## src/design/lpc_pkg.sv

```systemverilog
// Shared types, widths and helper functions for the line position centroid unit.
// Depends on nothing; every other design file imports it.
package lpc_pkg;

    localparam int CHANNEL_COUNT  = 8;
    localparam int SAMPLE_BITS    = 10;
    localparam int LANE_BITS      = $clog2(CHANNEL_COUNT);
    localparam int COUNT_BITS     = $clog2(CHANNEL_COUNT + 1);
    localparam int CFG_DATA_BITS  = 40;
    localparam int CFG_INDEX_BITS = 3;
    localparam int POS_BITS       = 16;
    localparam int Q_SHIFT        = 14;

    localparam int PROD_BITS   = 2 * SAMPLE_BITS;
    localparam int WU_BITS     = SAMPLE_BITS + LANE_BITS;
    localparam int USUM_BITS   = SAMPLE_BITS + COUNT_BITS;
    localparam int WRANK_BITS  = SAMPLE_BITS + $clog2(CHANNEL_COUNT * (CHANNEL_COUNT - 1) / 2 + 1);
    localparam int WEIGHT_BITS = WRANK_BITS + SAMPLE_BITS;
    localparam int AVG_BITS    = WU_BITS;
    localparam int QUO_BITS    = Q_SHIFT + 1;

    // register ranks from the accepting edge to the edge that takes the result
    localparam int PIPE_LATENCY = (SAMPLE_BITS + 2) + (SAMPLE_BITS + 3) + (AVG_BITS + QUO_BITS + 4);

    localparam logic [SAMPLE_BITS-1:0] MAXV  = '1;
    localparam logic [POS_BITS-1:0]    Q_ONE = POS_BITS'(1) << Q_SHIFT;

    typedef logic [CHANNEL_COUNT-1:0][SAMPLE_BITS-1:0] t_lane_vec;

    typedef enum logic [1:0] {
        ST_FOUND    = 2'd0,
        ST_READ_ERR = 2'd1,
        ST_BELOW    = 2'd2,
        ST_DEGEN    = 2'd3
    } t_status;

    typedef enum logic [CFG_INDEX_BITS-1:0] {
        CFG_MIN_LOW    = 3'd0,
        CFG_MIN_HIGH   = 3'd1,
        CFG_RANGE_LOW  = 3'd2,
        CFG_RANGE_HIGH = 3'd3,
        CFG_MASK       = 3'd4,
        CFG_WHITE      = 3'd5,
        CFG_THRESHOLD  = 3'd6
    } t_cfg_idx;

    typedef struct packed {
        t_lane_vec                cal_min;
        t_lane_vec                cal_range;
        logic [CHANNEL_COUNT-1:0] mask;
        logic                     white;
        logic [SAMPLE_BITS-1:0]   thresh;
    } t_cfg;

    typedef struct packed {
        logic    valid;
        t_status code;
    } t_tag;

    // position of a channel among the enabled ones
    function automatic logic [LANE_BITS-1:0] lane_rank(input logic [CHANNEL_COUNT-1:0] mask,
                                                       input int unsigned ch);
        logic [LANE_BITS-1:0] cnt;
        cnt = '0;
        for (int b = 0; b < CHANNEL_COUNT; b++) begin
            if ((b < ch) && mask[b]) begin
                cnt = cnt + LANE_BITS'(1);
            end
        end
        return cnt;
    endfunction

    function automatic logic [COUNT_BITS-1:0] chan_count(input logic [CHANNEL_COUNT-1:0] mask);
        logic [COUNT_BITS-1:0] cnt;
        cnt = '0;
        for (int b = 0; b < CHANNEL_COUNT; b++) begin
            cnt = cnt + COUNT_BITS'(mask[b]);
        end
        return cnt;
    endfunction

    // array middle in counts: (n - 1) * MAXV / 2
    function automatic logic [AVG_BITS-1:0] middle_of(input logic [COUNT_BITS-1:0] n);
        logic [AVG_BITS-1:0] span;
        span = (n == '0) ? '0 : AVG_BITS'(n - COUNT_BITS'(1)) * AVG_BITS'(MAXV);
        return span >> 1;
    endfunction

endpackage

```

## src/design/lpc_calib.sv

```systemverilog
// Channel gather and calibration: (raw - min) * MAXV / range, clamped, optional invert.
// Bit-serial restoring division, one quotient bit per stage. Uses lpc_pkg.
module lpc_calib import lpc_pkg::*; (
    input  logic      i_clk,
    input  logic      i_rst_n,
    input  logic      i_valid,
    input  t_lane_vec i_sample,
    input  logic      i_read_ok,
    input  t_cfg      i_cfg,
    output t_tag      o_tag,
    output t_lane_vec o_level
);
    localparam int STEPS = SAMPLE_BITS;

    logic                     r_valid [STEPS+1];
    t_status                  r_code  [STEPS+1];
    t_lane_vec                r_rem   [STEPS+1];
    t_lane_vec                r_low   [STEPS+1];
    t_lane_vec                r_quo   [STEPS+1];
    logic [CHANNEL_COUNT-1:0] r_zero  [STEPS+1];
    logic [CHANNEL_COUNT-1:0] r_sat   [STEPS+1];
    t_tag                     r_tag;
    t_lane_vec                r_level;

    t_lane_vec                               n_raw;
    t_lane_vec                               n_diff;
    t_lane_vec                               n_cal;
    logic [CHANNEL_COUNT-1:0][PROD_BITS-1:0] n_prod;
    logic [CHANNEL_COUNT-1:0][SAMPLE_BITS:0] n_trial [STEPS];

    always_comb begin
        for (int ch = 0; ch < CHANNEL_COUNT; ch++) begin
            n_raw[ch]  = i_sample[lane_rank(i_cfg.mask, ch)];
            n_diff[ch] = n_raw[ch] - i_cfg.cal_min[ch];
            n_prod[ch] = (PROD_BITS'(n_diff[ch]) << SAMPLE_BITS) - PROD_BITS'(n_diff[ch]);
        end
        for (int k = 0; k < STEPS; k++) begin
            for (int ch = 0; ch < CHANNEL_COUNT; ch++) begin
                n_trial[k][ch] = {r_rem[k][ch], r_low[k][ch][SAMPLE_BITS-1]};
            end
        end
        for (int ch = 0; ch < CHANNEL_COUNT; ch++) begin
            if (r_zero[STEPS][ch]) begin
                n_cal[ch] = '0;
            end else if (r_sat[STEPS][ch]) begin
                n_cal[ch] = MAXV;
            end else begin
                n_cal[ch] = r_quo[STEPS][ch];
            end
            if (i_cfg.white) begin
                n_cal[ch] = MAXV - n_cal[ch];
            end
        end
    end

    always_ff @(posedge i_clk) begin
        if (!i_rst_n) begin
            for (int k = 0; k <= STEPS; k++) begin
                r_valid[k] <= 1'b0;
            end
            r_tag.valid <= 1'b0;
        end else begin
            r_valid[0] <= i_valid;
            for (int k = 1; k <= STEPS; k++) begin
                r_valid[k] <= r_valid[k-1];
            end
            r_tag.valid <= r_valid[STEPS];
        end

        r_code[0] <= (i_read_ok && (i_cfg.mask != '0)) ? ST_FOUND : ST_READ_ERR;
        r_quo[0]  <= '0;
        for (int ch = 0; ch < CHANNEL_COUNT; ch++) begin
            r_rem[0][ch]  <= n_prod[ch][PROD_BITS-1 -: SAMPLE_BITS];
            r_low[0][ch]  <= n_prod[ch][SAMPLE_BITS-1:0];
            r_zero[0][ch] <= (n_raw[ch] <= i_cfg.cal_min[ch]);
            r_sat[0][ch]  <= (n_prod[ch][PROD_BITS-1 -: SAMPLE_BITS] >= i_cfg.cal_range[ch]);
        end

        for (int k = 1; k <= STEPS; k++) begin
            r_code[k] <= r_code[k-1];
            r_zero[k] <= r_zero[k-1];
            r_sat[k]  <= r_sat[k-1];
            for (int ch = 0; ch < CHANNEL_COUNT; ch++) begin
                r_low[k][ch] <= r_low[k-1][ch] << 1;
                if (n_trial[k-1][ch] >= {1'b0, i_cfg.cal_range[ch]}) begin
                    r_rem[k][ch] <= SAMPLE_BITS'(n_trial[k-1][ch] - {1'b0, i_cfg.cal_range[ch]});
                    r_quo[k][ch] <= {r_quo[k-1][ch][SAMPLE_BITS-2:0], 1'b1};
                end else begin
                    r_rem[k][ch] <= n_trial[k-1][ch][SAMPLE_BITS-1:0];
                    r_quo[k][ch] <= {r_quo[k-1][ch][SAMPLE_BITS-2:0], 1'b0};
                end
            end
        end

        r_tag.code <= r_code[STEPS];
        r_level    <= n_cal;
    end

    assign o_tag   = r_tag;
    assign o_level = r_level;

endmodule

```

## config.mk

```make
export PLATFORM = sky130hd
export DESIGN_NAME = lpc_calib
export DESIGN_NICKNAME = d
export VERILOG_FILES = /design/src/design/lpc_pkg.sv /design/src/design/lpc_calib.sv
export SDC_FILE = /design/constraint.sdc
export NUM_CORES = 2
export LEC_CHECK = 0
export BUFFER_PORTS_ARGS = -buffer_cell sky130_fd_sc_hd__buf_4
export CAP_MARGIN = 20
export CORE_UTILIZATION = 60
export DETAILED_ROUTE_END_ITERATION = 8
export GPL_TIMING_DRIVEN = 0
export PLACE_DENSITY = 0.84
export SLEW_MARGIN = 10
export SYNTH_ARGS = -nofsm -noshare
export SYNTH_HDL_FRONTEND = slang
export SYNTH_SLANG_ARGS = --single-unit
```

## constraint.sdc

```tcl
create_clock -name i_clk -period 15.17 [get_ports i_clk]
set_input_delay 4.551 -clock i_clk [delete_from_list [all_inputs] [get_ports i_clk]]
set_output_delay 4.551 -clock i_clk [all_outputs]
set_load 0.01 [all_outputs]
```

# Word-level counts from Yosys, hierarchy flattened
# Memory sizes are Yosys's and may differ from the RTL's. A register that Yosys moved wholly into a read port is not among the register bits.
# Index checks and enable logic that the tools add are counted.
# op_classes
addsub	110
magnitude_cmp	103
n_reduce_logical	3
bitwise_logic	171
mux	459
# op_table
op	count
$mux 10	191
$ge 11x10->1	80
$sub 10x10->10	88
$mux 1	255
$bmux 10 s3	7
$or 1x1->1	171
$sub 20x10->20	8
$ge 10x10->1	8
$le 10x10->1	8
$sub 10x10->10 const A	8
$lt 3x4->1 const B	7
$mux 3	6
$add 3x1->3 const B	5
$reduce_bool 8->1	1
$add 1x1->2 const B	1
$logic_and 1x1->1	1
$logic_not 1->1	1
# totals
ram_bits	2849
n_memories	7
reg_bits	80
# memory_table
memory	depth	width	read_ports	rd_clocked_by_memory_dff	wr	line	text
r_low	11	80	10	0	11	lpc_calib.sv:18	t_lane_vec r_low [STEPS+1];
r_quo	11	80	11	0	11	lpc_calib.sv:19	t_lane_vec r_quo [STEPS+1];
r_rem	11	80	10	0	11	lpc_calib.sv:17	t_lane_vec r_rem [STEPS+1];
r_sat	11	8	11	0	11	lpc_calib.sv:21	logic [CHANNEL_COUNT-1:0] r_sat [STEPS+1];
r_zero	11	8	11	0	11	lpc_calib.sv:20	logic [CHANNEL_COUNT-1:0] r_zero [STEPS+1];
r_code	11	2	11	1	11	lpc_calib.sv:16	t_status r_code [STEPS+1];
+1 memories	--	--	--	--	--	--	

# Longest topological paths before layout
# depth
depth_word	18
depth_mapped	39

# Worst setup path after synthesis
# OpenSTA, ideal clock, no wires.
# synth_timing
path_type	in2reg
from	input i_cfg[11] in the netlist's numbering
to	memory r_sat[0][7]
cell_stages	38
path_slack_ns	1.226
arrival_time_ns	13.829
path_cell_list	clkbuf_1 -> inv_1 -> ha_1 -> xor2_2 -> clkbuf_1 -> ha_1 -> mux2_2 -> clkbuf_1 -> ha_1 -> mux2i_2 -> clkbuf_1 -> inv_1 -> ha_1 -> nand2_1 -> o21ai_1 -> buf_2 -> ha_1 -> nand2_1 -> (+2 left out) -> mux4_2 -> mux2_2 -> ha_1 -> clkbuf_1 -> nor2b_1 -> a221oi_1 -> o211ai_1 -> nor4_1 -> nand4_1 -> xnor2_1 -> ha_1 -> nand2b_1 -> a21o_1 -> a21o_1 -> a21o_1 -> a21o_1 -> a21oi_1 -> nor2_1
# synth_rtl
item	line	text
start, declared	lpc_calib.sv:9	input t_cfg i_cfg,
end, declared	lpc_calib.sv:21	

==> impl_results.md <==
- Status: finished clean
- Post-Syn Area: 92,300 µm²
- Area Overhead vs Synth: 13.1%
- Nets@finish: 10,600
- Max-cap violations: 0
- DR top layer: met5
- Via Count: 67,300
- P_leak: 46.0 nW
- Die area: 155,000 µm²
- Setup Crit Path Kind: in -> reg
- Number of global-route vias before repair: 67,900
- Mapped Cells: 8,716
- Layout cells sized above 1: 15.0%
- Clk_lat worst skew: 0.86 ns
- Via/cell ratio: 5.87
- CP peak stage delay: 0.51 ns
- Overall global routing resource usage: 28.5%
- WL per Instance: 19.8 µm
- Die Ht: 394 µm
- Library cells used by synthesis: 79
- DPL Wire Length: 167 mm
- Avg Cell Area, Syn: 10.6 µm²
- FF/Latch Area: 39,200 µm²
- Power Density: 255 nW/µm²
- CTS buffer count: 190
- Pre-antenna DRT Iters: 5
- RSZ-0062 raised after global routing: no
- Critical path required time: 15.89 ns
- Std-Cell Core Area: 152,000 µm²
- Warnings, synthesis: 0
- Grt ovf: 0
- Layout Skew: 0.0429 ns
- Crit end category: flip-flop
- Final WL: 227 mm
- DRC viols: 0
- Final setup viols: 0
- Worst-margin pin slew: 1.09 ns
- Top cell by count, worst path: ha_1
- # IOs: 346
- Post-DRT Antenna Nets: 0
- Post-synth EDFFs: 0
- FP Rows: 143
- Met2 Wirelength: 106 mm
- Worst IR Drop VDD: 0.140 mV
- Max-slew headroom: 27.3%
- PortBufs: 333
- CP max FO: 10
- Max Slew Vio Count: 0
- Met3 Wirelength: 17.1 mm
- Synth Register Bits: 1,960
- Minimum clock period: 14.29 ns
- Reg2Reg Depth: 8
- Global-route wire length before repair: 356 mm
- TritonCTS clock tree: built
- Synthesized Nets: 10,000
- GPL Wtd Cong: 0.958
- Worst-path clk slew: 0.06 ns
- Hold path depth: 0
- Sequential area share after synthesis: 42.5%
- Initial Utilization: 60.6%
- Initial DRC count: 4,218
- M1 WL: 93.5 mm
- Clock H-tree levels: 4
- Final TNS setup: 0 ns
- Critical Path AT: 15.01 ns
- Period utilization: 94.2%
- Cells after DPL: 11,100
- Root Driver: clkbuf_16
- Pin count of the biggest net entering global routing: 17
- Hold slack final: 0.295 ns
- R2r setup slk: 12.11 ns
- Sink Count: 1,960
- CP Launch Type: primary input
- CTS max path bufs: 3
- Async SR Flop Fraction: 0%
- Post-Layout Cell Count: 11,500
- Die width: 394 µm
- Endpoints failing hold: 0
- Fmax: 0.0700 GHz
- Top FF cell, synth: dfxtp_1
- Hold crit path type: reg -> reg
- Multi-input gate area: 50,200 µm²
- Fill count: 10,900
- Antenna violations before repair: 51
- Slowest stage cell, crit path: mux4_2
-- cell families (layout without fill, tap and decap cells) --
logic type	after synthesis	count (layout)	synth area share [%]
adder cells (fa/ha/maj)	1057	1057	15.0
buffers and inverters	757	1454	3.10
other	1	19	0.00406
flip-flops	1960	1960	42.5
AO/OA/AOI/OAI	1856	1856	13.2
multiplexers	869	869	11.4
XOR/XNOR	627	627	6.03
AND/OR/NAND/NOR	1589	1589	8.76
-- worst max-delay path, delay by kind of cell --
kind	cells	cell delay, ns
buf+inv	9	2.56
fa+ha+maj	7	2.22
simple gates	8	1.63
mux	4	1.61
compound gates	8	1.55
xor+xnor	3	0.86
-- per-stage QoR --
step / util (%) / power, mW / area [µm²] / worst slack [ns]
floorplan: - / 18.3 / 92300 / 1.23
global placement: 63.9 / 20.7 / 97300 / -0.890
detailed placement: 63.9 / 21.3 / 97400 / -1.19
CTS: 68.5 / 26.5 / 104000 / 0.230
global route: 68.5 / 28.4 / 104000 / 0.332
finish: 68.5 / 26.6 / 104000 / 0.885
-- synth_stat cells, drive strengths merged, types with 32 or more instances --
master,number,area (µm²)
nand3,33,165
nor2,586,2200
or4,86,646
inv,642,2410
dfxtp,1960,39200
or2,54,338
mux2,545,6140
a211oi,40,305
nand2b,83,519
xnor2,505,4480
a21o,165,1240
a311oi,32,280
o211a,38,380
o2111ai,46,403
xor2,122,1080
o21bai,81,608
nor3,71,355
a21boi,66,495
a21oi,407,2040
o21ai,416,2080
nand2,174,653
nor2b,192,1200
o22ai,71,444
mux4,89,2000
o31ai,42,315
mux2i,235,2360
o21a,309,2320
ha,977,12200
fa,80,1600
clkbuf,90,338
and2,70,438
nand4,163,1020
-- power by group --
part	switching [mW]	total, mW	internal, mW
registers	0.986	8.76	7.77
clock network	2.12	5.06	2.93
logic	6.57	12.8	6.21
total	9.68	26.6	16.9
-- placed cells by master, fill, tap and decap left out, types with 163 or more instances in the layout --
cell          n
o21a_1      309
dfxtp_1    1960
clkbuf_16   191
nor2_1      586
mux2_2      545
xnor2_1     500
ha_1        977
nand4_1     163
a21oi_1     407
buf_4       342
nor2b_1     192
inv_1       641
nand2_1     174
o21ai_0     415
mux2i_1     233
a21o_1      165
-- repair_timing --
item / in CTS / in global routing
hold buffers: 0 / 0
buffers inserted: 0 / 3
pin swaps: 0 / 1
setup endpoints to repair: 1 / 1
resized for setup: 2 / 5
-- state kept, by name (all words and copies together) (netlist names) --
register	count
r_sat	88
r_quo	440
r_zero	88
r_low	440
r_rem	800
r_code	11
o_tag	2
o_level	80
r_valid	11
-- routing by layer --
metal	GRT usage [%]	up-vias
li1	-	32100
met1	34.6	32200
met2	47.4	2291
met3	6.77	619
met4	13.8	46
met5	0	-
-- final timing paths --
path | startpoint | endpoint
worst max-delay path | i_cfg[11] | r_sat[0][7]$_DFF_P_
worst min-delay path | r_low[0][188]$_DFF_P_ | r_low[0][269]$_DFF_P_
worst max register to register | r_rem[5][60]$_DFF_P_ | r_rem[6][63]$_DFF_P_
worst min register to register | r_low[0][188]$_DFF_P_ | r_low[0][269]$_DFF_P_
-- area by class of cell --
class / count / share of cell area, %
well taps: 2030 / 2.43
plain buffers: 115 / 0.444
clock inverters: 127 / 1.66
diodes: 18 / 0.0432
repair buffers: 343 / 2.49
inverters: 642 / 2.31
flip-flops and latches: 1960 / 37.6
multi-input cells: 5999 / 48.1
clock buffers: 227 / 4.91
No activity file was read; power rests on OpenSTA's default activity.
