===== src/design/lpc_pkg.sv =====
// Shared types, widths and helper functions for the line position centroid unit.
// Depends on nothing; every other design file imports it.
package lpc_pkg;

    localparam int CHANNEL_COUNT  = 8;
    localparam int SAMPLE_BITS    = 10;
    localparam int LANE_BITS      = $clog2(CHANNEL_COUNT);
    localparam int COUNT_BITS     = $clog2(CHANNEL_COUNT + 1);
    localparam int CFG_DATA_BITS  = 40;
    localparam int CFG_INDEX_BITS = 3;
    localparam int POS_BITS       = 16;
    localparam int Q_SHIFT        = 14;

    localparam int PROD_BITS   = 2 * SAMPLE_BITS;
    localparam int WU_BITS     = SAMPLE_BITS + LANE_BITS;
    localparam int USUM_BITS   = SAMPLE_BITS + COUNT_BITS;
    localparam int WRANK_BITS  = SAMPLE_BITS + $clog2(CHANNEL_COUNT * (CHANNEL_COUNT - 1) / 2 + 1);
    localparam int WEIGHT_BITS = WRANK_BITS + SAMPLE_BITS;
    localparam int AVG_BITS    = WU_BITS;
    localparam int QUO_BITS    = Q_SHIFT + 1;

    // register ranks from the accepting edge to the edge that takes the result
    localparam int PIPE_LATENCY = (SAMPLE_BITS + 2) + (SAMPLE_BITS + 3) + (AVG_BITS + QUO_BITS + 4);

    localparam logic [SAMPLE_BITS-1:0] MAXV  = '1;
    localparam logic [POS_BITS-1:0]    Q_ONE = POS_BITS'(1) << Q_SHIFT;

    typedef logic [CHANNEL_COUNT-1:0][SAMPLE_BITS-1:0] t_lane_vec;

    typedef enum logic [1:0] {
        ST_FOUND    = 2'd0,
        ST_READ_ERR = 2'd1,
        ST_BELOW    = 2'd2,
        ST_DEGEN    = 2'd3
    } t_status;

    typedef enum logic [CFG_INDEX_BITS-1:0] {
        CFG_MIN_LOW    = 3'd0,
        CFG_MIN_HIGH   = 3'd1,
        CFG_RANGE_LOW  = 3'd2,
        CFG_RANGE_HIGH = 3'd3,
        CFG_MASK       = 3'd4,
        CFG_WHITE      = 3'd5,
        CFG_THRESHOLD  = 3'd6
    } t_cfg_idx;

    typedef struct packed {
        t_lane_vec                cal_min;
        t_lane_vec                cal_range;
        logic [CHANNEL_COUNT-1:0] mask;
        logic                     white;
        logic [SAMPLE_BITS-1:0]   thresh;
    } t_cfg;

    typedef struct packed {
        logic    valid;
        t_status code;
    } t_tag;

    // position of a channel among the enabled ones
    function automatic logic [LANE_BITS-1:0] lane_rank(input logic [CHANNEL_COUNT-1:0] mask,
                                                       input int unsigned ch);
        logic [LANE_BITS-1:0] cnt;
        cnt = '0;
        for (int b = 0; b < CHANNEL_COUNT; b++) begin
            if ((b < ch) && mask[b]) begin
                cnt = cnt + LANE_BITS'(1);
            end
        end
        return cnt;
    endfunction

    function automatic logic [COUNT_BITS-1:0] chan_count(input logic [CHANNEL_COUNT-1:0] mask);
        logic [COUNT_BITS-1:0] cnt;
        cnt = '0;
        for (int b = 0; b < CHANNEL_COUNT; b++) begin
            cnt = cnt + COUNT_BITS'(mask[b]);
        end
        return cnt;
    endfunction

    // array middle in counts: (n - 1) * MAXV / 2
    function automatic logic [AVG_BITS-1:0] middle_of(input logic [COUNT_BITS-1:0] n);
        logic [AVG_BITS-1:0] span;
        span = (n == '0) ? '0 : AVG_BITS'(n - COUNT_BITS'(1)) * AVG_BITS'(MAXV);
        return span >> 1;
    endfunction

endpackage


===== src/design/lpc_norm.sv =====
// Peak and spread check, then renormalization (v - lo) * MAXV / spread per lane.
// Bit-serial restoring division, one quotient bit per stage. Uses lpc_pkg.
module lpc_norm import lpc_pkg::*; (
    input  logic      i_clk,
    input  logic      i_rst_n,
    input  t_tag      i_tag,
    input  t_lane_vec i_level,
    input  t_cfg      i_cfg,
    output t_tag      o_tag,
    output t_lane_vec o_unit
);
    localparam int STEPS = SAMPLE_BITS;

    // min / max rank
    logic                   r_v1;
    t_status                r_c1;
    t_lane_vec              r_lvl1;
    logic [SAMPLE_BITS-1:0] r_lo1;
    logic [SAMPLE_BITS-1:0] r_hi1;

    // divider ranks
    logic                   r_valid [STEPS+1];
    t_status                r_code  [STEPS+1];
    t_lane_vec              r_rem   [STEPS+1];
    t_lane_vec              r_low   [STEPS+1];
    t_lane_vec              r_quo   [STEPS+1];
    logic [SAMPLE_BITS-1:0] r_div   [STEPS+1];
    logic                   r_zero  [STEPS+1];
    t_tag                   r_tag;
    t_lane_vec              r_unit;

    logic [SAMPLE_BITS-1:0]                  n_lo;
    logic [SAMPLE_BITS-1:0]                  n_hi;
    logic [SAMPLE_BITS-1:0]                  n_spread;
    logic                                    n_below;
    t_lane_vec                               n_diff;
    logic [CHANNEL_COUNT-1:0][PROD_BITS-1:0] n_prod;
    logic [CHANNEL_COUNT-1:0][SAMPLE_BITS:0] n_trial [STEPS];

    always_comb begin
        n_lo = MAXV;
        n_hi = '0;
        for (int ch = 0; ch < CHANNEL_COUNT; ch++) begin
            if (i_cfg.mask[ch]) begin
                if (i_level[ch] < n_lo) n_lo = i_level[ch];
                if (i_level[ch] > n_hi) n_hi = i_level[ch];
            end
        end
        n_spread = r_hi1 - r_lo1;
        n_below  = (r_hi1 < i_cfg.thresh) || (n_spread < i_cfg.thresh);
        for (int ch = 0; ch < CHANNEL_COUNT; ch++) begin
            n_diff[ch] = r_lvl1[ch] - r_lo1;
            n_prod[ch] = (PROD_BITS'(n_diff[ch]) << SAMPLE_BITS) - PROD_BITS'(n_diff[ch]);
        end
        for (int k = 0; k < STEPS; k++) begin
            for (int ch = 0; ch < CHANNEL_COUNT; ch++) begin
                n_trial[k][ch] = {r_rem[k][ch], r_low[k][ch][SAMPLE_BITS-1]};
            end
        end
    end

    always_ff @(posedge i_clk) begin
        if (!i_rst_n) begin
            r_v1 <= 1'b0;
            for (int k = 0; k <= STEPS; k++) begin
                r_valid[k] <= 1'b0;
            end
            r_tag.valid <= 1'b0;
        end else begin
            r_v1       <= i_tag.valid;
            r_valid[0] <= r_v1;
            for (int k = 1; k <= STEPS; k++) begin
                r_valid[k] <= r_valid[k-1];
            end
            r_tag.valid <= r_valid[STEPS];
        end

        r_c1   <= i_tag.code;
        r_lvl1 <= i_level;
        r_lo1  <= n_lo;
        r_hi1  <= n_hi;

        r_code[0] <= ((r_c1 == ST_FOUND) && n_below) ? ST_BELOW : r_c1;
        r_div[0]  <= n_spread;
        r_zero[0] <= (n_spread == '0);
        r_quo[0]  <= '0;
        for (int ch = 0; ch < CHANNEL_COUNT; ch++) begin
            r_rem[0][ch] <= n_prod[ch][PROD_BITS-1 -: SAMPLE_BITS];
            r_low[0][ch] <= n_prod[ch][SAMPLE_BITS-1:0];
        end

        for (int k = 1; k <= STEPS; k++) begin
            r_code[k] <= r_code[k-1];
            r_div[k]  <= r_div[k-1];
            r_zero[k] <= r_zero[k-1];
            for (int ch = 0; ch < CHANNEL_COUNT; ch++) begin
                r_low[k][ch] <= r_low[k-1][ch] << 1;
                if (n_trial[k-1][ch] >= {1'b0, r_div[k-1]}) begin
                    r_rem[k][ch] <= SAMPLE_BITS'(n_trial[k-1][ch] - {1'b0, r_div[k-1]});
                    r_quo[k][ch] <= {r_quo[k-1][ch][SAMPLE_BITS-2:0], 1'b1};
                end else begin
                    r_rem[k][ch] <= n_trial[k-1][ch][SAMPLE_BITS-1:0];
                    r_quo[k][ch] <= {r_quo[k-1][ch][SAMPLE_BITS-2:0], 1'b0};
                end
            end
        end

        r_tag.code <= r_code[STEPS];
        r_unit     <= r_zero[STEPS] ? '0 : r_quo[STEPS];
    end

    assign o_tag  = r_tag;
    assign o_unit = r_unit;

endmodule


===== config.mk =====
export PLATFORM = sky130hd
export DESIGN_NAME = lpc_norm
export DESIGN_NICKNAME = d
export VERILOG_FILES = /design/src/design/lpc_pkg.sv /design/src/design/lpc_norm.sv
export SDC_FILE = /design/constraint.sdc
export NUM_CORES = 2
export LEC_CHECK = 0
export ABC_CLOCK_PERIOD_IN_PS = 35100
export BUFFER_PORTS_ARGS = -buffer_cell sky130_fd_sc_hd__buf_4
export CAP_MARGIN = 20
export CORE_MARGIN = 2
export CORE_UTILIZATION = 65
export DETAILED_ROUTE_END_ITERATION = 16
export HOLD_SLACK_MARGIN = 0.02
export PLACE_DENSITY = 0.83
export RECOVER_POWER = 50
export SLEW_MARGIN = 40
export SYNTH_ARGS = -nofsm -noshare
export SYNTH_HDL_FRONTEND = slang
export SYNTH_SLANG_ARGS = --single-unit

===== constraint.sdc =====
create_clock -name i_clk -period 35.1 [get_ports i_clk]
set_input_delay 5.265 -clock i_clk [delete_from_list [all_inputs] [get_ports i_clk]]
set_output_delay 5.265 -clock i_clk [all_outputs]
set_load 0.05 [all_outputs]

Yosys cells after proc, flatten, opt, wreduce, memory -nomap -nowiden

Memory sizes are Yosys's and may differ from the RTL's. A register that Yosys moved wholly into a read port is not among the register bits.
Index checks and enable logic that the tools add are counted.
Widths: inputs -> output; s select.

Word-level logic and storage cells: 836
Bits in registers: 103
Output and inout bits: 83
Bits of input ports: 264
Memory bits (writable): 2794
Memories: 7

Add/subtract/negate cells: 97
Reductions and logical operators: 5
Magnitude comparators: 98
Bitwise gates (word level): 171
Muxes and demuxes: 446

Memories:

| name            | depth | bits a word | rd ports | clocked after memory_dff | wr ports | RTL line       | RTL |
|---|---|---|---|---|---|---|---|
| r_low           | 11    | 80          | 10       | 0                        | 11       | lpc_norm.sv:25 | `t_lane_vec r_low [STEPS+1];` |
| r_quo           | 11    | 80          | 11       | 1                        | 11       | lpc_norm.sv:26 | `t_lane_vec r_quo [STEPS+1];` |
| r_rem           | 11    | 80          | 10       | 0                        | 11       | lpc_norm.sv:24 | `t_lane_vec r_rem [STEPS+1];` |
| r_div           | 11    | 10          | 10       | 0                        | 11       | lpc_norm.sv:27 | `logic [SAMPLE_BITS-1:0] r_div [STEPS+1];` |
| r_code          | 11    | 2           | 11       | 1                        | 11       | lpc_norm.sv:23 | `t_status r_code [STEPS+1];` |
| r_valid         | 11    | 1           | 11       | 1                        | 11       | lpc_norm.sv:22 | `logic r_valid [STEPS+1];` |
| 1 more memories | -     | -           | -        | -                        | -        | -              |  |

Operators by type and width:

| cell                 | count |
|---|---|
| $mux 10              | 192 |
| $sub 10x10->10       | 89 |
| $ge 11x10->1         | 80 |
| $mux 1               | 253 |
| $or 1x1->1           | 171 |
| $sub 20x10->20       | 8 |
| $lt 10x10->1         | 9 |
| $gt 10x10->1         | 7 |
| $gt 10x1->1 const B  | 1 |
| $logic_not 10->1     | 1 |
| $lt 10x10->1 const B | 1 |
| $logic_not 2->1      | 1 |
| $mux 2               | 1 |
| $logic_and 1x1->1    | 1 |
| $logic_not 1->1      | 1 |
| $logic_or 1x1->1     | 1 |

Logic depth before layout (Yosys ltp)

Depth in word-level cells: 24
Depth in mapped cells: 90
Depth with buffers taken out: 88

Worst setup path after synthesis

OpenSTA, ideal clock, no wires.

Path kind: input to register
Start point: input i_cfg[11] (netlist bit)
End point: register r_hi1[0]
Stages: 85
Buffers on the path: 12
Required time: 34.955 ns
Setup time: 0.145 ns
Data arrival time: 20.056 ns
Setup slack: 14.899 ns
Cells stage by stage: clkbuf_1 clkbuf_1 nand2_1 ha_1 nand4_1 a211oi_2 a2111oi_4 nor2_2 clkbuf_1 nand2_1 o21ai_0 inv_1 ha_1 nand4_2 a211o_1 a31o_1 a32o_1 o21ai_0 [... 49 more ...] mux2_2 ha_1 nor2b_1 o21a_1 o21a_1 o21ai_0 nand2b_1 a21oi_1 nor2b_1 o21ai_0 nand2b_1 a21oi_1 nor2b_1 o221ai_1 clkbuf_1 o211ai_1 nor3_1 a311oi_2

Word-level cells in the longest chain between the ends: 22

Ends and longest elaborated chain:

| what                 | RTL line       | RTL |
|---|---|---|
| start, declared      | lpc_norm.sv:8  | `input t_cfg i_cfg,` |
| $mux 10 *            | lpc_norm.sv:44 | `if (i_cfg.mask[ch]) begin` |
| $gt 10x10->1         | lpc_norm.sv:46 | `if (i_level[ch] > n_hi) n_hi = i_level[ch];` |
| $mux 10              | lpc_norm.sv:46 |  |
| $mux 10 *            | lpc_norm.sv:44 |  |
| $gt 10x10->1         | lpc_norm.sv:46 |  |
| $mux 10              | lpc_norm.sv:46 |  |
| $mux 10 *            | lpc_norm.sv:44 |  |
| $gt 10x10->1         | lpc_norm.sv:46 |  |
| [... 7 more ...]     | -              |  |
| $mux 10 *            | lpc_norm.sv:44 |  |
| $gt 10x10->1         | lpc_norm.sv:46 |  |
| $mux 10              | lpc_norm.sv:46 |  |
| $mux 10 *            | lpc_norm.sv:44 |  |
| $gt 10x10->1         | lpc_norm.sv:46 |  |
| $mux 10              | lpc_norm.sv:46 |  |
| $mux 10 *            | lpc_norm.sv:44 |  |
| named net n_hi[0]    | lpc_norm.sv:33 | `logic [SAMPLE_BITS-1:0] n_hi;` |
| end signal, assigned | lpc_norm.sv:81 | `r_hi1 <= n_hi;` |
| end, declared        | lpc_norm.sv:19 | `logic [SAMPLE_BITS-1:0] r_hi1;` |

Mark *: on every way through the listed nets, which the timed path passes. The rest lies on a longest branch.
A chain may end at the register's enable or synchronous reset.

Worst setup path after layout

Start point: input i_cfg[11] (netlist bit)
End point: register r_hi1[9]

The elaborated chain is that of the path after synthesis.

==> metrics <==
critical path launch point type input port; delay of the slowest cell on the worst path 600 ps; Die ar. 0.1395 mm²; CP Class input port to flop; Ports 347; DRC viols 0; Initial Util 0.6550; Final Setup Violations 0; Worst-path clk slew 60 ps; yosys warns 0; r2r startpoint r_div[0][1]; Filler Cells Inserted 9,681; Hold Vio Cnt, Final 0; Via density 5.603; syn_area_per_cell 9.536 µm²; most used cell, CP o21ai_0; final setup skew around 46 ps; Layout Nets 10,900; dpl cell area 0.09201 mm²; Post-synth top cells 2,010 x dfxtp_1, 1,033 x nand2_1, 1,032 x ha_1, 992 x o21ai_0, 861 x inv_1; Multi-input gate area ~0.045 mm²; Area contributors post-synth dfxtp_1 45%, ha_1 15%, o21ai_0 5.6%; Top delay family on crit path simple AND/OR/NAND/NOR gates; post-synthesis cell count 9,305; initial antenna violation count 10; all-layer global routing usage 0.2981; die width 373.5 µm; final max-slew violation count 58; ys async rst share 0; top-count cell post-synth dfxtp_1; hold buffers post-CTS 0; status finished, violations left; RSZ-0062 raised after global routing no; CP required ~36,000 ps; pin count of the biggest net entering global routing 58; CTS tree built; Clock Latency Late Sink roughly 840 ps; Max Freq 46.75 MHz; DRT antenna net count 0; Post-synth EDFFs 0; maxcap violations 1; Placer Congestion 0.9542; Seq cells post-synth about 2,000; Final Util 0.7294; Main synth FF type dfxtp_1; count of cell types in the netlist 83; Slew HR -0.9753; post-cts sizing count 0; share of cells above drive strength 1 0.07080; H-Tree Level Count 4; Least-Margin Pin Slew 2963 ps; Root Buffer clkbuf_16; DRT Pass-1 Iters 6; Total Wirelength 211.8 mm; cell taking the most area after synthesis dfxtp_1; routed vias 64,270; Register Area 0.04024 mm²; Critical path buffers and inverters 9; Worst Setup End Kind flop; syn nets 10,680; final instance area 0.09880 mm²; fin crit period 21,390 ps; first-pass GRT wire length 332.3 mm; Post-CTS Setup Repair Bufs 0; final period utilization 0.6094; initial DRC count 4,167; worst setup path start i_cfg[11]; number of input and output port buffers inserted about 190; post-DP HPWL 165.0 mm; Core Rows 135; top cell type's share of synthesized area 0.4535; die height 373.5 µm; synthesized area 0.08873 mm²; Arrival @ worst endpoint 22,060 ps; post-synthesis sequential area ratio 0.4535; crit path max fanout 30; vias in the first global route 63,780; CTS Buffer Depth 3; CTS Sinks ~2,000; Routed wire per std cell roughly 18 µm; cts bufs inserted 188; area delta synth->final 11.35%; total congestion overflow 0; CORE AREA 0.1355 mm²; slowest cell on the critical path a21boi_2; Hold Path Class flop to flop; Worst Min Path Start r_low[0][123]; setup TNS 0 ps; failing checks max-capacitance violations, max-slew violations
## final timing paths
kind,end,slack (ps),cells past startpoint
hold / removal,r_low[0][204],300,0
setup / recovery,r_hi1[9],13710,78
hold reg to reg,r_low[0][204],300,0
setup reg to reg,r_quo[1][20],29550,18
## cells in the final DEF, fill, tap and decap left out, types with 256 or more instances in the layout
master / count
o21ai_0: 992
nor2_1: 418
dfxtp_1: 2010
a21oi_1: 298
inv_1: 861
nand2_1: 1033
nor2b_1: 288
and2_1: 258
ha_1: 1032
o31ai_1: 256
## flip-flops by register name, summed over array words and instances, names as in the netlist, 10 cells and up
signal / cells
o_unit: 80
r_code: 22
r_div: 100
r_hi1: 10
r_lo1: 10
r_low: 440
r_lvl1: 80
r_quo: 440
r_rem: 800
r_valid: 11
r_zero: 11
## logic make-up (layout without fill, tap and decap cells)
group / count (synthesis) / in the layout / share of synthesized area
other: 0 / 2 / 0
XOR/XNOR: 445 / 445 / 0.04392
AO/OA/AOI/OAI: 1902 / 1902 / 0.1300
multiplexers: 132 / 132 / 0.01626
AND/OR/NAND/NOR: 2656 / 2656 / 0.1478
adder cells (fa/ha/maj): 1115 / 1115 / 0.1640
flip-flops: 2010 / 2010 / 0.4535
buffers and inverters: 1045 / 1429 / 0.04459
## per-layer routing
| metal | up-vias | track usage | wire (µm) |
|---|---|---|---|
| met5 | - | 0 | 0 |
| met4 | 0 | 0.1782 | 13580 |
| li1 | 32180 | - | - |
| met3 | 683 | 0.03378 | 8448 |
| met2 | 1851 | 0.5358 | 104300 |
| met1 | 29560 | 0.3399 | 85490 |
## area by class of cell
class,instances,share of cell area
inverters,861,0.03271
flip-flops and latches,2010,0.4073
well taps,1781,0.02255
repair buffers,216,0.01615
clock inverters,112,0.01673
clock buffers,240,0.05244
diodes,2,0.00005065
multi-input cells,6250,0.4521
## per-stage QoR
| stage | setup WS [ps] | cells | hold slack [ps] |
|---|---|---|---|
| 2_1_floorplan | 14900 | 9305 | 309.6 |
| 3_3_place_gp | 12990 | 11120 | 309.8 |
| 3_5_place_dp | 12850 | 11120 | 311.8 |
| 4_1_cts | 13660 | 11470 | 301.0 |
| 5_1_grt | 12050 | 11470 | 313.0 |
| 6_report | 13710 | 11470 | 295.7 |
Power is not shown: default switching activity piles up to over one toggle a cycle in this logic, so the estimate is an artifact.
