File: config.mk
export PLATFORM = sky130hd
export DESIGN_NAME = lpc_centroid
export DESIGN_NICKNAME = d
export VERILOG_FILES = /design/src/design/lpc_pkg.sv /design/src/design/lpc_centroid.sv
export SDC_FILE = /design/constraint.sdc
export NUM_CORES = 2
export LEC_CHECK = 0
export ABC_CLOCK_PERIOD_IN_PS = 25300
export BUFFER_PORTS_ARGS = -buffer_cell sky130_fd_sc_hd__buf_2
export CAP_MARGIN = 5
export CORE_MARGIN = 1
export CORE_UTILIZATION = 40
export CTS_BUF_LIST = sky130_fd_sc_hd__clkbuf_8
export DETAILED_ROUTE_END_ITERATION = 12
export GPL_TIMING_DRIVEN = 0
export PLACE_DENSITY = 0.65
export SETUP_SLACK_MARGIN = 0.05
export SLEW_MARGIN = 20
export SYNTH_ARGS = -nofsm -noshare
export SYNTH_HDL_FRONTEND = slang
export SYNTH_SLANG_ARGS = --single-unit
File: constraint.sdc
create_clock -name i_clk -period 25.3 [get_ports i_clk]
set_input_delay 2.53 -clock i_clk [delete_from_list [all_inputs] [get_ports i_clk]]
set_output_delay 2.53 -clock i_clk [all_outputs]
set_load 0.05 [all_outputs]
File: src/design/lpc_pkg.sv
// Shared types, widths and helper functions for the line position centroid unit.
// Depends on nothing; every other design file imports it.
package lpc_pkg;

    localparam int CHANNEL_COUNT  = 8;
    localparam int SAMPLE_BITS    = 10;
    localparam int LANE_BITS      = $clog2(CHANNEL_COUNT);
    localparam int COUNT_BITS     = $clog2(CHANNEL_COUNT + 1);
    localparam int CFG_DATA_BITS  = 40;
    localparam int CFG_INDEX_BITS = 3;
    localparam int POS_BITS       = 16;
    localparam int Q_SHIFT        = 14;

    localparam int PROD_BITS   = 2 * SAMPLE_BITS;
    localparam int WU_BITS     = SAMPLE_BITS + LANE_BITS;
    localparam int USUM_BITS   = SAMPLE_BITS + COUNT_BITS;
    localparam int WRANK_BITS  = SAMPLE_BITS + $clog2(CHANNEL_COUNT * (CHANNEL_COUNT - 1) / 2 + 1);
    localparam int WEIGHT_BITS = WRANK_BITS + SAMPLE_BITS;
    localparam int AVG_BITS    = WU_BITS;
    localparam int QUO_BITS    = Q_SHIFT + 1;

    // register ranks from the accepting edge to the edge that takes the result
    localparam int PIPE_LATENCY = (SAMPLE_BITS + 2) + (SAMPLE_BITS + 3) + (AVG_BITS + QUO_BITS + 4);

    localparam logic [SAMPLE_BITS-1:0] MAXV  = '1;
    localparam logic [POS_BITS-1:0]    Q_ONE = POS_BITS'(1) << Q_SHIFT;

    typedef logic [CHANNEL_COUNT-1:0][SAMPLE_BITS-1:0] t_lane_vec;

    typedef enum logic [1:0] {
        ST_FOUND    = 2'd0,
        ST_READ_ERR = 2'd1,
        ST_BELOW    = 2'd2,
        ST_DEGEN    = 2'd3
    } t_status;

    typedef enum logic [CFG_INDEX_BITS-1:0] {
        CFG_MIN_LOW    = 3'd0,
        CFG_MIN_HIGH   = 3'd1,
        CFG_RANGE_LOW  = 3'd2,
        CFG_RANGE_HIGH = 3'd3,
        CFG_MASK       = 3'd4,
        CFG_WHITE      = 3'd5,
        CFG_THRESHOLD  = 3'd6
    } t_cfg_idx;

    typedef struct packed {
        t_lane_vec                cal_min;
        t_lane_vec                cal_range;
        logic [CHANNEL_COUNT-1:0] mask;
        logic                     white;
        logic [SAMPLE_BITS-1:0]   thresh;
    } t_cfg;

    typedef struct packed {
        logic    valid;
        t_status code;
    } t_tag;

    // position of a channel among the enabled ones
    function automatic logic [LANE_BITS-1:0] lane_rank(input logic [CHANNEL_COUNT-1:0] mask,
                                                       input int unsigned ch);
        logic [LANE_BITS-1:0] cnt;
        cnt = '0;
        for (int b = 0; b < CHANNEL_COUNT; b++) begin
            if ((b < ch) && mask[b]) begin
                cnt = cnt + LANE_BITS'(1);
            end
        end
        return cnt;
    endfunction

    function automatic logic [COUNT_BITS-1:0] chan_count(input logic [CHANNEL_COUNT-1:0] mask);
        logic [COUNT_BITS-1:0] cnt;
        cnt = '0;
        for (int b = 0; b < CHANNEL_COUNT; b++) begin
            cnt = cnt + COUNT_BITS'(mask[b]);
        end
        return cnt;
    endfunction

    // array middle in counts: (n - 1) * MAXV / 2
    function automatic logic [AVG_BITS-1:0] middle_of(input logic [COUNT_BITS-1:0] n);
        logic [AVG_BITS-1:0] span;
        span = (n == '0) ? '0 : AVG_BITS'(n - COUNT_BITS'(1)) * AVG_BITS'(MAXV);
        return span >> 1;
    endfunction

endpackage

File: src/design/lpc_centroid.sv
// Weighted sum, centroid division and Q1.14 scaling against the array middle.
// Two bit-serial restoring dividers in series. Uses lpc_pkg.
module lpc_centroid import lpc_pkg::*; (
    input  logic                       i_clk,
    input  logic                       i_rst_n,
    input  t_tag                       i_tag,
    input  t_lane_vec                  i_unit,
    input  t_cfg                       i_cfg,
    output t_tag                       o_tag,
    output logic signed [POS_BITS-1:0] o_position
);
    // weighting rank
    logic                                  r_v1;
    t_status                               r_c1;
    logic [CHANNEL_COUNT-1:0][WU_BITS-1:0] r_wu1;
    logic [USUM_BITS-1:0]                  r_usum1;

    // centroid divider: weighted / sum
    logic                 ra_valid [AVG_BITS+1];
    t_status              ra_code  [AVG_BITS+1];
    logic [USUM_BITS-1:0] ra_rem   [AVG_BITS+1];
    logic [AVG_BITS-1:0]  ra_low   [AVG_BITS+1];
    logic [AVG_BITS-1:0]  ra_quo   [AVG_BITS+1];
    logic [USUM_BITS-1:0] ra_div   [AVG_BITS+1];

    // scaling divider: |rel| * 2^14 / middle
    logic                 rb_valid [QUO_BITS+1];
    t_status              rb_code  [QUO_BITS+1];
    logic [AVG_BITS-1:0]  rb_rem   [QUO_BITS+1];
    logic [QUO_BITS-1:0]  rb_low   [QUO_BITS+1];
    logic [QUO_BITS-1:0]  rb_quo   [QUO_BITS+1];
    logic [AVG_BITS-1:0]  rb_div   [QUO_BITS+1];
    logic                 rb_neg   [QUO_BITS+1];
    logic                 rb_sat   [QUO_BITS+1];

    t_tag                       r_tag;
    logic signed [POS_BITS-1:0] r_position;

    logic [CHANNEL_COUNT-1:0][WU_BITS-1:0] n_wu;
    logic [USUM_BITS-1:0]                  n_usum;
    logic [WRANK_BITS-1:0]                 n_wsum;
    logic [WEIGHT_BITS-1:0]                n_weighted;
    logic [COUNT_BITS-1:0]                 n_count;
    logic [AVG_BITS-1:0]                   n_mid;
    logic [AVG_BITS-1:0]                   n_avg;
    logic                                  n_neg;
    logic [AVG_BITS-1:0]                   n_mag;
    logic [USUM_BITS:0]                    n_trial_a [AVG_BITS];
    logic [AVG_BITS:0]                     n_trial_b [QUO_BITS];
    logic [QUO_BITS:0]                     n_ceil;
    logic [POS_BITS-1:0]                   n_abs;

    always_comb begin
        n_usum = '0;
        for (int ch = 0; ch < CHANNEL_COUNT; ch++) begin
            n_wu[ch] = i_cfg.mask[ch]
                     ? WU_BITS'(i_unit[ch]) * WU_BITS'(lane_rank(i_cfg.mask, ch)) : '0;
            if (i_cfg.mask[ch]) begin
                n_usum = n_usum + USUM_BITS'(i_unit[ch]);
            end
        end

        n_wsum = '0;
        for (int ch = 0; ch < CHANNEL_COUNT; ch++) begin
            n_wsum = n_wsum + WRANK_BITS'(r_wu1[ch]);
        end
        n_weighted = (WEIGHT_BITS'(n_wsum) << SAMPLE_BITS) - WEIGHT_BITS'(n_wsum);
        n_count    = chan_count(i_cfg.mask);
        n_mid      = middle_of(n_count);

        for (int k = 0; k < AVG_BITS; k++) begin
            n_trial_a[k] = {ra_rem[k], ra_low[k][AVG_BITS-1]};
        end

        n_avg = ra_quo[AVG_BITS];
        n_neg = (n_avg < n_mid);
        n_mag = n_neg ? (n_mid - n_avg) : (n_avg - n_mid);

        for (int k = 0; k < QUO_BITS; k++) begin
            n_trial_b[k] = {rb_rem[k], rb_low[k][QUO_BITS-1]};
        end

        // negative side floors away from zero: round the magnitude up
        n_ceil = {1'b0, rb_quo[QUO_BITS]}
               + (QUO_BITS+1)'(rb_neg[QUO_BITS] && (rb_rem[QUO_BITS] != '0));
        if (rb_sat[QUO_BITS] || (n_ceil > (QUO_BITS+1)'(Q_ONE))) begin
            n_abs = Q_ONE;
        end else begin
            n_abs = POS_BITS'(n_ceil);
        end
    end

    always_ff @(posedge i_clk) begin
        if (!i_rst_n) begin
            r_v1 <= 1'b0;
            for (int k = 0; k <= AVG_BITS; k++) begin
                ra_valid[k] <= 1'b0;
            end
            for (int k = 0; k <= QUO_BITS; k++) begin
                rb_valid[k] <= 1'b0;
            end
            r_tag.valid <= 1'b0;
        end else begin
            r_v1        <= i_tag.valid;
            ra_valid[0] <= r_v1;
            for (int k = 1; k <= AVG_BITS; k++) begin
                ra_valid[k] <= ra_valid[k-1];
            end
            rb_valid[0] <= ra_valid[AVG_BITS];
            for (int k = 1; k <= QUO_BITS; k++) begin
                rb_valid[k] <= rb_valid[k-1];
            end
            r_tag.valid <= rb_valid[QUO_BITS];
        end

        r_c1    <= i_tag.code;
        r_wu1   <= n_wu;
        r_usum1 <= n_usum;

        ra_code[0] <= ((r_c1 == ST_FOUND) && ((r_usum1 == '0) || (n_count < COUNT_BITS'(2))))
                    ? ST_DEGEN : r_c1;
        ra_rem[0]  <= USUM_BITS'(n_weighted >> AVG_BITS);
        ra_low[0]  <= n_weighted[AVG_BITS-1:0];
        ra_quo[0]  <= '0;
        ra_div[0]  <= r_usum1;
        for (int k = 1; k <= AVG_BITS; k++) begin
            ra_code[k] <= ra_code[k-1];
            ra_div[k]  <= ra_div[k-1];
            ra_low[k]  <= ra_low[k-1] << 1;
            if (n_trial_a[k-1] >= {1'b0, ra_div[k-1]}) begin
                ra_rem[k] <= USUM_BITS'(n_trial_a[k-1] - {1'b0, ra_div[k-1]});
                ra_quo[k] <= {ra_quo[k-1][AVG_BITS-2:0], 1'b1};
            end else begin
                ra_rem[k] <= n_trial_a[k-1][USUM_BITS-1:0];
                ra_quo[k] <= {ra_quo[k-1][AVG_BITS-2:0], 1'b0};
            end
        end

        rb_code[0] <= ra_code[AVG_BITS];
        rb_rem[0]  <= n_mag >> 1;
        rb_low[0]  <= {n_mag[0], {Q_SHIFT{1'b0}}};
        rb_quo[0]  <= '0;
        rb_div[0]  <= n_mid;
        rb_neg[0]  <= n_neg;
        rb_sat[0]  <= ((n_mag >> 1) >= n_mid);
        for (int k = 1; k <= QUO_BITS; k++) begin
            rb_code[k] <= rb_code[k-1];
            rb_div[k]  <= rb_div[k-1];
            rb_neg[k]  <= rb_neg[k-1];
            rb_sat[k]  <= rb_sat[k-1];
            rb_low[k]  <= rb_low[k-1] << 1;
            if (n_trial_b[k-1] >= {1'b0, rb_div[k-1]}) begin
                rb_rem[k] <= AVG_BITS'(n_trial_b[k-1] - {1'b0, rb_div[k-1]});
                rb_quo[k] <= {rb_quo[k-1][QUO_BITS-2:0], 1'b1};
            end else begin
                rb_rem[k] <= n_trial_b[k-1][AVG_BITS-1:0];
                rb_quo[k] <= {rb_quo[k-1][QUO_BITS-2:0], 1'b0};
            end
        end

        r_tag.code <= rb_code[QUO_BITS];
        if (rb_code[QUO_BITS] != ST_FOUND) begin
            r_position <= '0;
        end else if (rb_neg[QUO_BITS]) begin
            r_position <= -$signed(n_abs);
        end else begin
            r_position <= $signed(n_abs);
        end
    end

    assign o_tag      = r_tag;
    assign o_position = r_position;

endmodule

# Word level (Yosys, flattened, before mapping)

Memories as Yosys holds them, arrays and structs flattened. A register that Yosys moved wholly into a read port is not among the register bits.
Index checks and enable logic that the tools add are counted.
Widths: inputs -> output; s select.

Multiply operators: 8
Div/mod/pow operators: 0
Bitwise operators: 86
Shifts and indexed selects: 0
Add/sub/neg operators: 60
Muxes and demuxes: 192
Reduce and logical (&&, ||, !) cells: 10
Equality and inequality tests: 0
Magnitude comparators: 32

Operators by type and width:

| cell                 | number |
|---|---|
| $mux 13              | 31 |
| $mux 14              | 17 |
| $mux 15              | 15 |
| $ge 14x13->1         | 15 |
| $ge 15x14->1         | 13 |
| $sub 13x13->13       | 15 |
| $sub 14x14->14       | 13 |
| $mux 1               | 117 |
| $mul 10x3->13        | 7 |
| $or 1x1->1           | 86 |
| $add 15x13->15       | 4 |
| $add 14x10->14       | 3 |
| $mux 16              | 2 |
| $sub 25x15->25       | 1 |
| $add 3x1->3 const B  | 6 |
| $mux 3               | 6 |
| $add 15x1->16        | 1 |
| $add 4x1->4          | 4 |
| $gt 16x15->1 const B | 1 |
| $neg 16->16          | 1 |
| $add 14x13->15       | 1 |
| $add 13x10->14       | 1 |
| $add 13x13->14       | 1 |
| $logic_not 14->1     | 1 |
| 24 further kinds     | 26 |

Bits in writable memories: 1758
Word-level logic and storage cells: 414
Bits in latches: 0
ROM bits: 0
Memories: 14
Input bits: 264
Output and inout bits: 19
Bits in registers: 126

Memories:

| name        | words | bits a word | rd ports | clocked after memory_dff | wr ports | RTL line           | text |
|---|---|---|---|---|---|---|---|
| rb_quo      | 16    | 15          | 16       | 0                        | 16       | lpc_centroid.sv:31 | `logic [QUO_BITS-1:0] rb_quo [QUO_BITS+1];` |
| rb_low      | 16    | 14          | 15       | 0                        | 16       | lpc_centroid.sv:30 | `logic [QUO_BITS-1:0] rb_low [QUO_BITS+1];` |
| rb_div      | 16    | 13          | 15       | 0                        | 16       | lpc_centroid.sv:32 | `logic [AVG_BITS-1:0] rb_div [QUO_BITS+1];` |
| rb_rem      | 16    | 13          | 16       | 0                        | 16       | lpc_centroid.sv:29 | `logic [AVG_BITS-1:0] rb_rem [QUO_BITS+1];` |
| ra_div      | 14    | 14          | 13       | 0                        | 14       | lpc_centroid.sv:24 | `logic [USUM_BITS-1:0] ra_div [AVG_BITS+1];` |
| ra_rem      | 14    | 14          | 13       | 0                        | 14       | lpc_centroid.sv:21 | `logic [USUM_BITS-1:0] ra_rem [AVG_BITS+1];` |
| +8 memories | --    | --          | --       | --                       | --       | --                 |  |

# Depth between registers and ports, before layout

Word-level depth: 15
Depth in mapped cells: 50
Depth with buffers taken out: 48

# Worst setup path after synthesis

OpenSTA, ideal clock, no wires.

Kind: input-to-reg
From: in i_cfg[17] (netlist bit)
To: mem rb_sat[0][0]
Stages: 46
Setup time: 123 ps
Required time: 25177 ps
Buffers on the path: 5
Slack: 13573 ps
Arrival time: 11604 ps
Cell sequence: clkbuf_1 -> clkinv_1 -> buf_1 -> fa_1 -> fa_1 -> inv_1 -> ha_1 -> fa_1 -> inv_1 -> ha_1 -> inv_1 -> xnor2_1 -> ha_1 -> ha_1 -> inv_1 -> fa_1 -> inv_1 -> ha_1 -> [10 not listed] -> a31oi_1 -> buf_2 -> buf_1 -> nand2_1 -> nand2_1 -> ha_1 -> nand2b_1 -> a21o_1 -> a21o_1 -> a21o_1 -> a21o_1 -> a21o_1 -> a21oi_1 -> nor2b_1 -> o21ai_0 -> nand2b_1 -> a21oi_1 -> o21ai_0

RTL lines:

| element         | RTL line           | text |
|---|---|---|
| start, declared | lpc_centroid.sv:8  | `input t_cfg i_cfg,` |
| end, declared   | lpc_centroid.sv:34 | `logic rb_sat [QUO_BITS+1];` |

==> run_results.csv <==
group,metric,value,unit
floorplan,boundaryPins,283,
logic_synthesis,synth.lib_cells_used.distinct,88,
detailed_routing,wire_per_inst,14.3,um
logic_synthesis,share_of_synthesized_flip_flops_with_an_asynchronous_set_or_reset,0,%
logic_synthesis,synthesis.nets,7188,
logic_synthesis,seq_area_frac_synth,43.2,%
worst_setup_path,crit_path_top_delay_cell,"sky130_fd_sc_hd__fa_1",
detailed_routing,ant_nets,0,
worst_setup_path,largest_fanout_on_the_critical_path,10,
outcome,outcome,"finished, final reports clean",
sta,max_freq,78.1,MHz
worst_setup_path,setup.worst_path.end_class,"flip-flop",
grt,grt_antenna_before_repair,6,
clock_tree,cts_made_buffers,200,
sta,finalHoldViolCount,0,
sta,number_of_endpoints_failing_setup_at_the_final_stage,0,
grt,overflow,0,
sta,grt_setup_unrepaired,"no",
place,gp_congestion,0.883,
clock_tree,cts_tree,"built",
detailed_routing,via_count,41653,
place,place.port_buffers,108,
logic_synthesis,synth_enable_flop_cells,0,
logic_synthesis,postSynthRegisterBits,1297,
logic_synthesis,synth.largest_area_cell,"sky130_fd_sc_hd__dfxtp_1",
clock_tree,root_buffer,"sky130_fd_sc_hd__clkbuf_8",
floorplan,die_width,390,um
logic_synthesis,synthesis.area,60100,sq um
logic_synthesis,synthTopCellsByArea,"sky130_fd_sc_hd__dfxtp_1 (43%), sky130_fd_sc_hd__ha_1 (12%), sky130_fd_sc_hd__inv_1 (5.1%), sky130_fd_sc_hd__fa_1 (5.1%), sky130_fd_sc_hd__xnor2_1 (4.2%)",
floorplan,rows,141,
sta,timing.final.crit_share,50.6,%
clock_tree,cts.reportedPaths.clkPinSlew,0.06,ns
clock_tree,cts.sinks,1297,
clock_tree,cts_htree_levels,4,
finish,filler_cell_count,14011,
finish,design.final.nets,7498,
finish,fin_util,45.4,%
sta,headroom_to_the_max_slew_limit,33.9,%
clock_tree,post_cts_resize_count,0,
clock_tree,postCtsHoldBufs,0,
clock_tree,worstSkewPairLatency,0.91,ns
floorplan,placeableCoreArea,148000,sq um
detailed_routing,vias_per_cell,4.82,
logic_synthesis,syn-instance-count,6172,
place,place_hpwl,99000,um
sta,clock-skew-final,0.0642,ns
grt,grt_first_pass_wirelength,203000,um
grt,grt_pass1_vias,42055,
detailed_routing,iteration_0_drc_markers,1914,
detailed_routing,drc_errors,0,
logic_synthesis,synth_warnings,0,
logic_synthesis,synthFlopType,"sky130_fd_sc_hd__dfxtp_1",
run,maxCapViolations,0,
clock_tree,post_cts_buffers,0,
logic_synthesis,post-synth-top-area-fraction,43.2,%
sta,finalWorstPathRequiredPeriod,12.80,ns
clock_tree,ctsLongestPathBuffers,3,
sta,tightestPinTransition,0.983,ns
detailed_routing,drt_pre_antenna_iters,5,
worst_setup_path,crit_required,26.06,ns
finish,layout-drive-gt1-share,9.74,%
worst_hold_path,hp-class,"flip-flop to flip-flop",
grt,track_usage,16.3,%
floorplan,die_area,152000,sq um
grt,largest_net_degree_at_the_start_of_global_routing,17,
finish,area.sequential,26000,sq um
sta,final.setup.tns,0,ns
worst_setup_path,setup.worst_path.start_class,"input port",
floorplan,starting_density_of_the_core,40.5,%
sta,slew_viol_final,0,
worst_setup_path,critPathArrivalTime,13.56,ns
floorplan,die-height,390,um
worst_setup_path,critical_path.most_common_cell,"sky130_fd_sc_hd__ha_1",
worst_setup_path,worst-setup-path-type,"input port to flip-flop",
finish,area_growth_syn_to_layout,12.2,%
finish,multi_input_area,30600,sq um
detailed_routing,routed_wl,124000,um
logic_synthesis,syn_avg_cell_area,9.74,sq um
worst_setup_path,worst_path_largest_cell_delay,0.81,ns
==> path summary, 6_finish.rpt <==
check	startpoint	to	slack, ns	cells after the start
hold reg to reg	ra_low[1][37]	ra_low[1][51]	0.28	0
setup reg to reg	r_wu1[53]	ra_rem[0][6]	18.61	28
hold / removal	ra_low[1][37]	ra_low[1][51]	0.28	0
setup / recovery	i_cfg[17]	rb_sat[0][0]	12.50	47
==> cells in the final DEF (no fill, tap or decap), types with 111 or more instances in the layout <==
cell type / n
sky130_fd_sc_hd__dfxtp_1: 1297
sky130_fd_sc_hd__inv_1: 887
sky130_fd_sc_hd__ha_1: 600
sky130_fd_sc_hd__nand2_1: 489
sky130_fd_sc_hd__o21ai_0: 348
sky130_fd_sc_hd__nor2_1: 317
sky130_fd_sc_hd__xnor2_1: 286
sky130_fd_sc_hd__a21oi_1: 285
sky130_fd_sc_hd__clkbuf_8: 253
sky130_fd_sc_hd__mux2_2: 174
sky130_fd_sc_hd__fa_1: 152
sky130_fd_sc_hd__a21o_1: 124
sky130_fd_sc_hd__and2_1: 122
sky130_fd_sc_hd__buf_2: 122
sky130_fd_sc_hd__xor2_1: 121
sky130_fd_sc_hd__nor2b_1: 111
==> synth_stat cells (5+ instances only) <==
| cell type | count |
|---|---|
| sky130_fd_sc_hd__nand2_1 | 489 |
| sky130_fd_sc_hd__a21oi_1 | 285 |
| sky130_fd_sc_hd__a2111oi_0 | 13 |
| sky130_fd_sc_hd__a21boi_0 | 47 |
| sky130_fd_sc_hd__nand2b_1 | 55 |
| sky130_fd_sc_hd__xnor2_1 | 286 |
| sky130_fd_sc_hd__clkbuf_1 | 70 |
| sky130_fd_sc_hd__or3_1 | 7 |
| sky130_fd_sc_hd__buf_1 | 7 |
| sky130_fd_sc_hd__buf_2 | 14 |
| sky130_fd_sc_hd__xor2_1 | 121 |
| sky130_fd_sc_hd__o21ai_0 | 348 |
| sky130_fd_sc_hd__o31ai_1 | 68 |
| sky130_fd_sc_hd__or2_2 | 10 |
| sky130_fd_sc_hd__o41ai_1 | 27 |
| sky130_fd_sc_hd__inv_1 | 823 |
| sky130_fd_sc_hd__nand4_1 | 73 |
| sky130_fd_sc_hd__o21a_1 | 42 |
| sky130_fd_sc_hd__o211ai_1 | 10 |
| sky130_fd_sc_hd__nor3_1 | 60 |
| sky130_fd_sc_hd__dfxtp_1 | 1297 |
| sky130_fd_sc_hd__a21o_1 | 124 |
| sky130_fd_sc_hd__ha_1 | 600 |
| sky130_fd_sc_hd__o31a_1 | 5 |
| sky130_fd_sc_hd__and3_1 | 47 |
| sky130_fd_sc_hd__nand3b_1 | 16 |
| sky130_fd_sc_hd__mux2_2 | 174 |
| sky130_fd_sc_hd__nor2b_1 | 111 |
| sky130_fd_sc_hd__fa_1 | 152 |
| sky130_fd_sc_hd__a211oi_1 | 31 |
| sky130_fd_sc_hd__nor2_2 | 9 |
| sky130_fd_sc_hd__nor3b_1 | 5 |
| sky130_fd_sc_hd__o21ai_1 | 14 |
| sky130_fd_sc_hd__nand3_1 | 40 |
| sky130_fd_sc_hd__a31oi_1 | 27 |
| sky130_fd_sc_hd__a22oi_1 | 5 |
| sky130_fd_sc_hd__o21bai_1 | 74 |
| sky130_fd_sc_hd__nor4_1 | 9 |
| sky130_fd_sc_hd__mux2i_1 | 48 |
| sky130_fd_sc_hd__and2_1 | 122 |
| sky130_fd_sc_hd__o22ai_1 | 8 |
| sky130_fd_sc_hd__nor2_1 | 317 |
| sky130_fd_sc_hd__a221oi_1 | 14 |
==> metrics by stage <==
| stage | instances | setup slack, ns | area, sq um | hold slack, ns |
|---|---|---|---|---|
| 6_report | 8649 | 12.50 | 67400 | 0.284 |
| 5_1_grt | 8645 | 11.86 | 67400 | 0.289 |
| 4_1_cts | 8644 | 12.51 | 67400 | 0.273 |
| 3_5_place_dp | 8282 | 11.51 | 63100 | 0.312 |
| 3_3_place_gp | 8282 | 11.49 | 63100 | 0.310 |
| 2_1_floorplan | 6172 | 13.57 | 60100 | 0.310 |
==> final cells by class <==
class                      count  area share, %
multi-input combinational   3950           45.4
sequential                  1297           38.5
clock buffer                 253           5.17
inverter                     828           4.62
tap                         2002           3.72
clock inverter               109           1.15
timing repair buffer         108          0.802
buffer                        97          0.614
antenna                        5         0.0186
==> logic make-up (layout without fill, tap and decap cells) <==
logic type / count (synthesis) / in the layout / synth area share [%]
AO/OA/AOI/OAI: 1181 / 1181 / 12.3
XOR/XNOR: 410 / 410 / 6.04
adder cells (fa/ha/maj): 754 / 754 / 17.6
buffers and inverters: 925 / 1395 / 5.87
flip-flops: 1297 / 1297 / 43.2
multiplexers: 222 / 222 / 4.06
other: 0 / 5 / 0
AND/OR/NAND/NOR: 1383 / 1383 / 11.0
==> worst max-delay path, delay by kind of cell <==
kind / cells / cell delay, ns
adders and majority gates: 12 / 4.57
buffers and inverters: 12 / 2.93
AOI/OAI and AO/OA: 14 / 2.42
and+or+nand+nor: 7 / 0.74
xor gates and xnor gates: 2 / 0.31
==> metal layers <==
layer | GRT usage (%) | part of all wire [%] | up-vias | wire length (um)
met4 | 6.27 | 3.0 | 0 | 3740
met3 | 2.97 | 4.0 | 237 | 4920
li1 | - | - | 21208 | -
met2 | 29.6 | 50 | 739 | 62000
met5 | 0 | 0 | - | 0
met1 | 18.7 | 43 | 19469 | 53300
==> sequential cells by signal, summed over array words and instances (netlist names), 87 cells and up <==
signal  count
ra_div    182
ra_quo     91
r_wu1      87
rb_rem    207
rb_quo    120
ra_rem    180
rb_div    180
ra_low     91
Power is not shown: default switching activity piles up to over one toggle a cycle in this logic, so the estimate is an artifact.
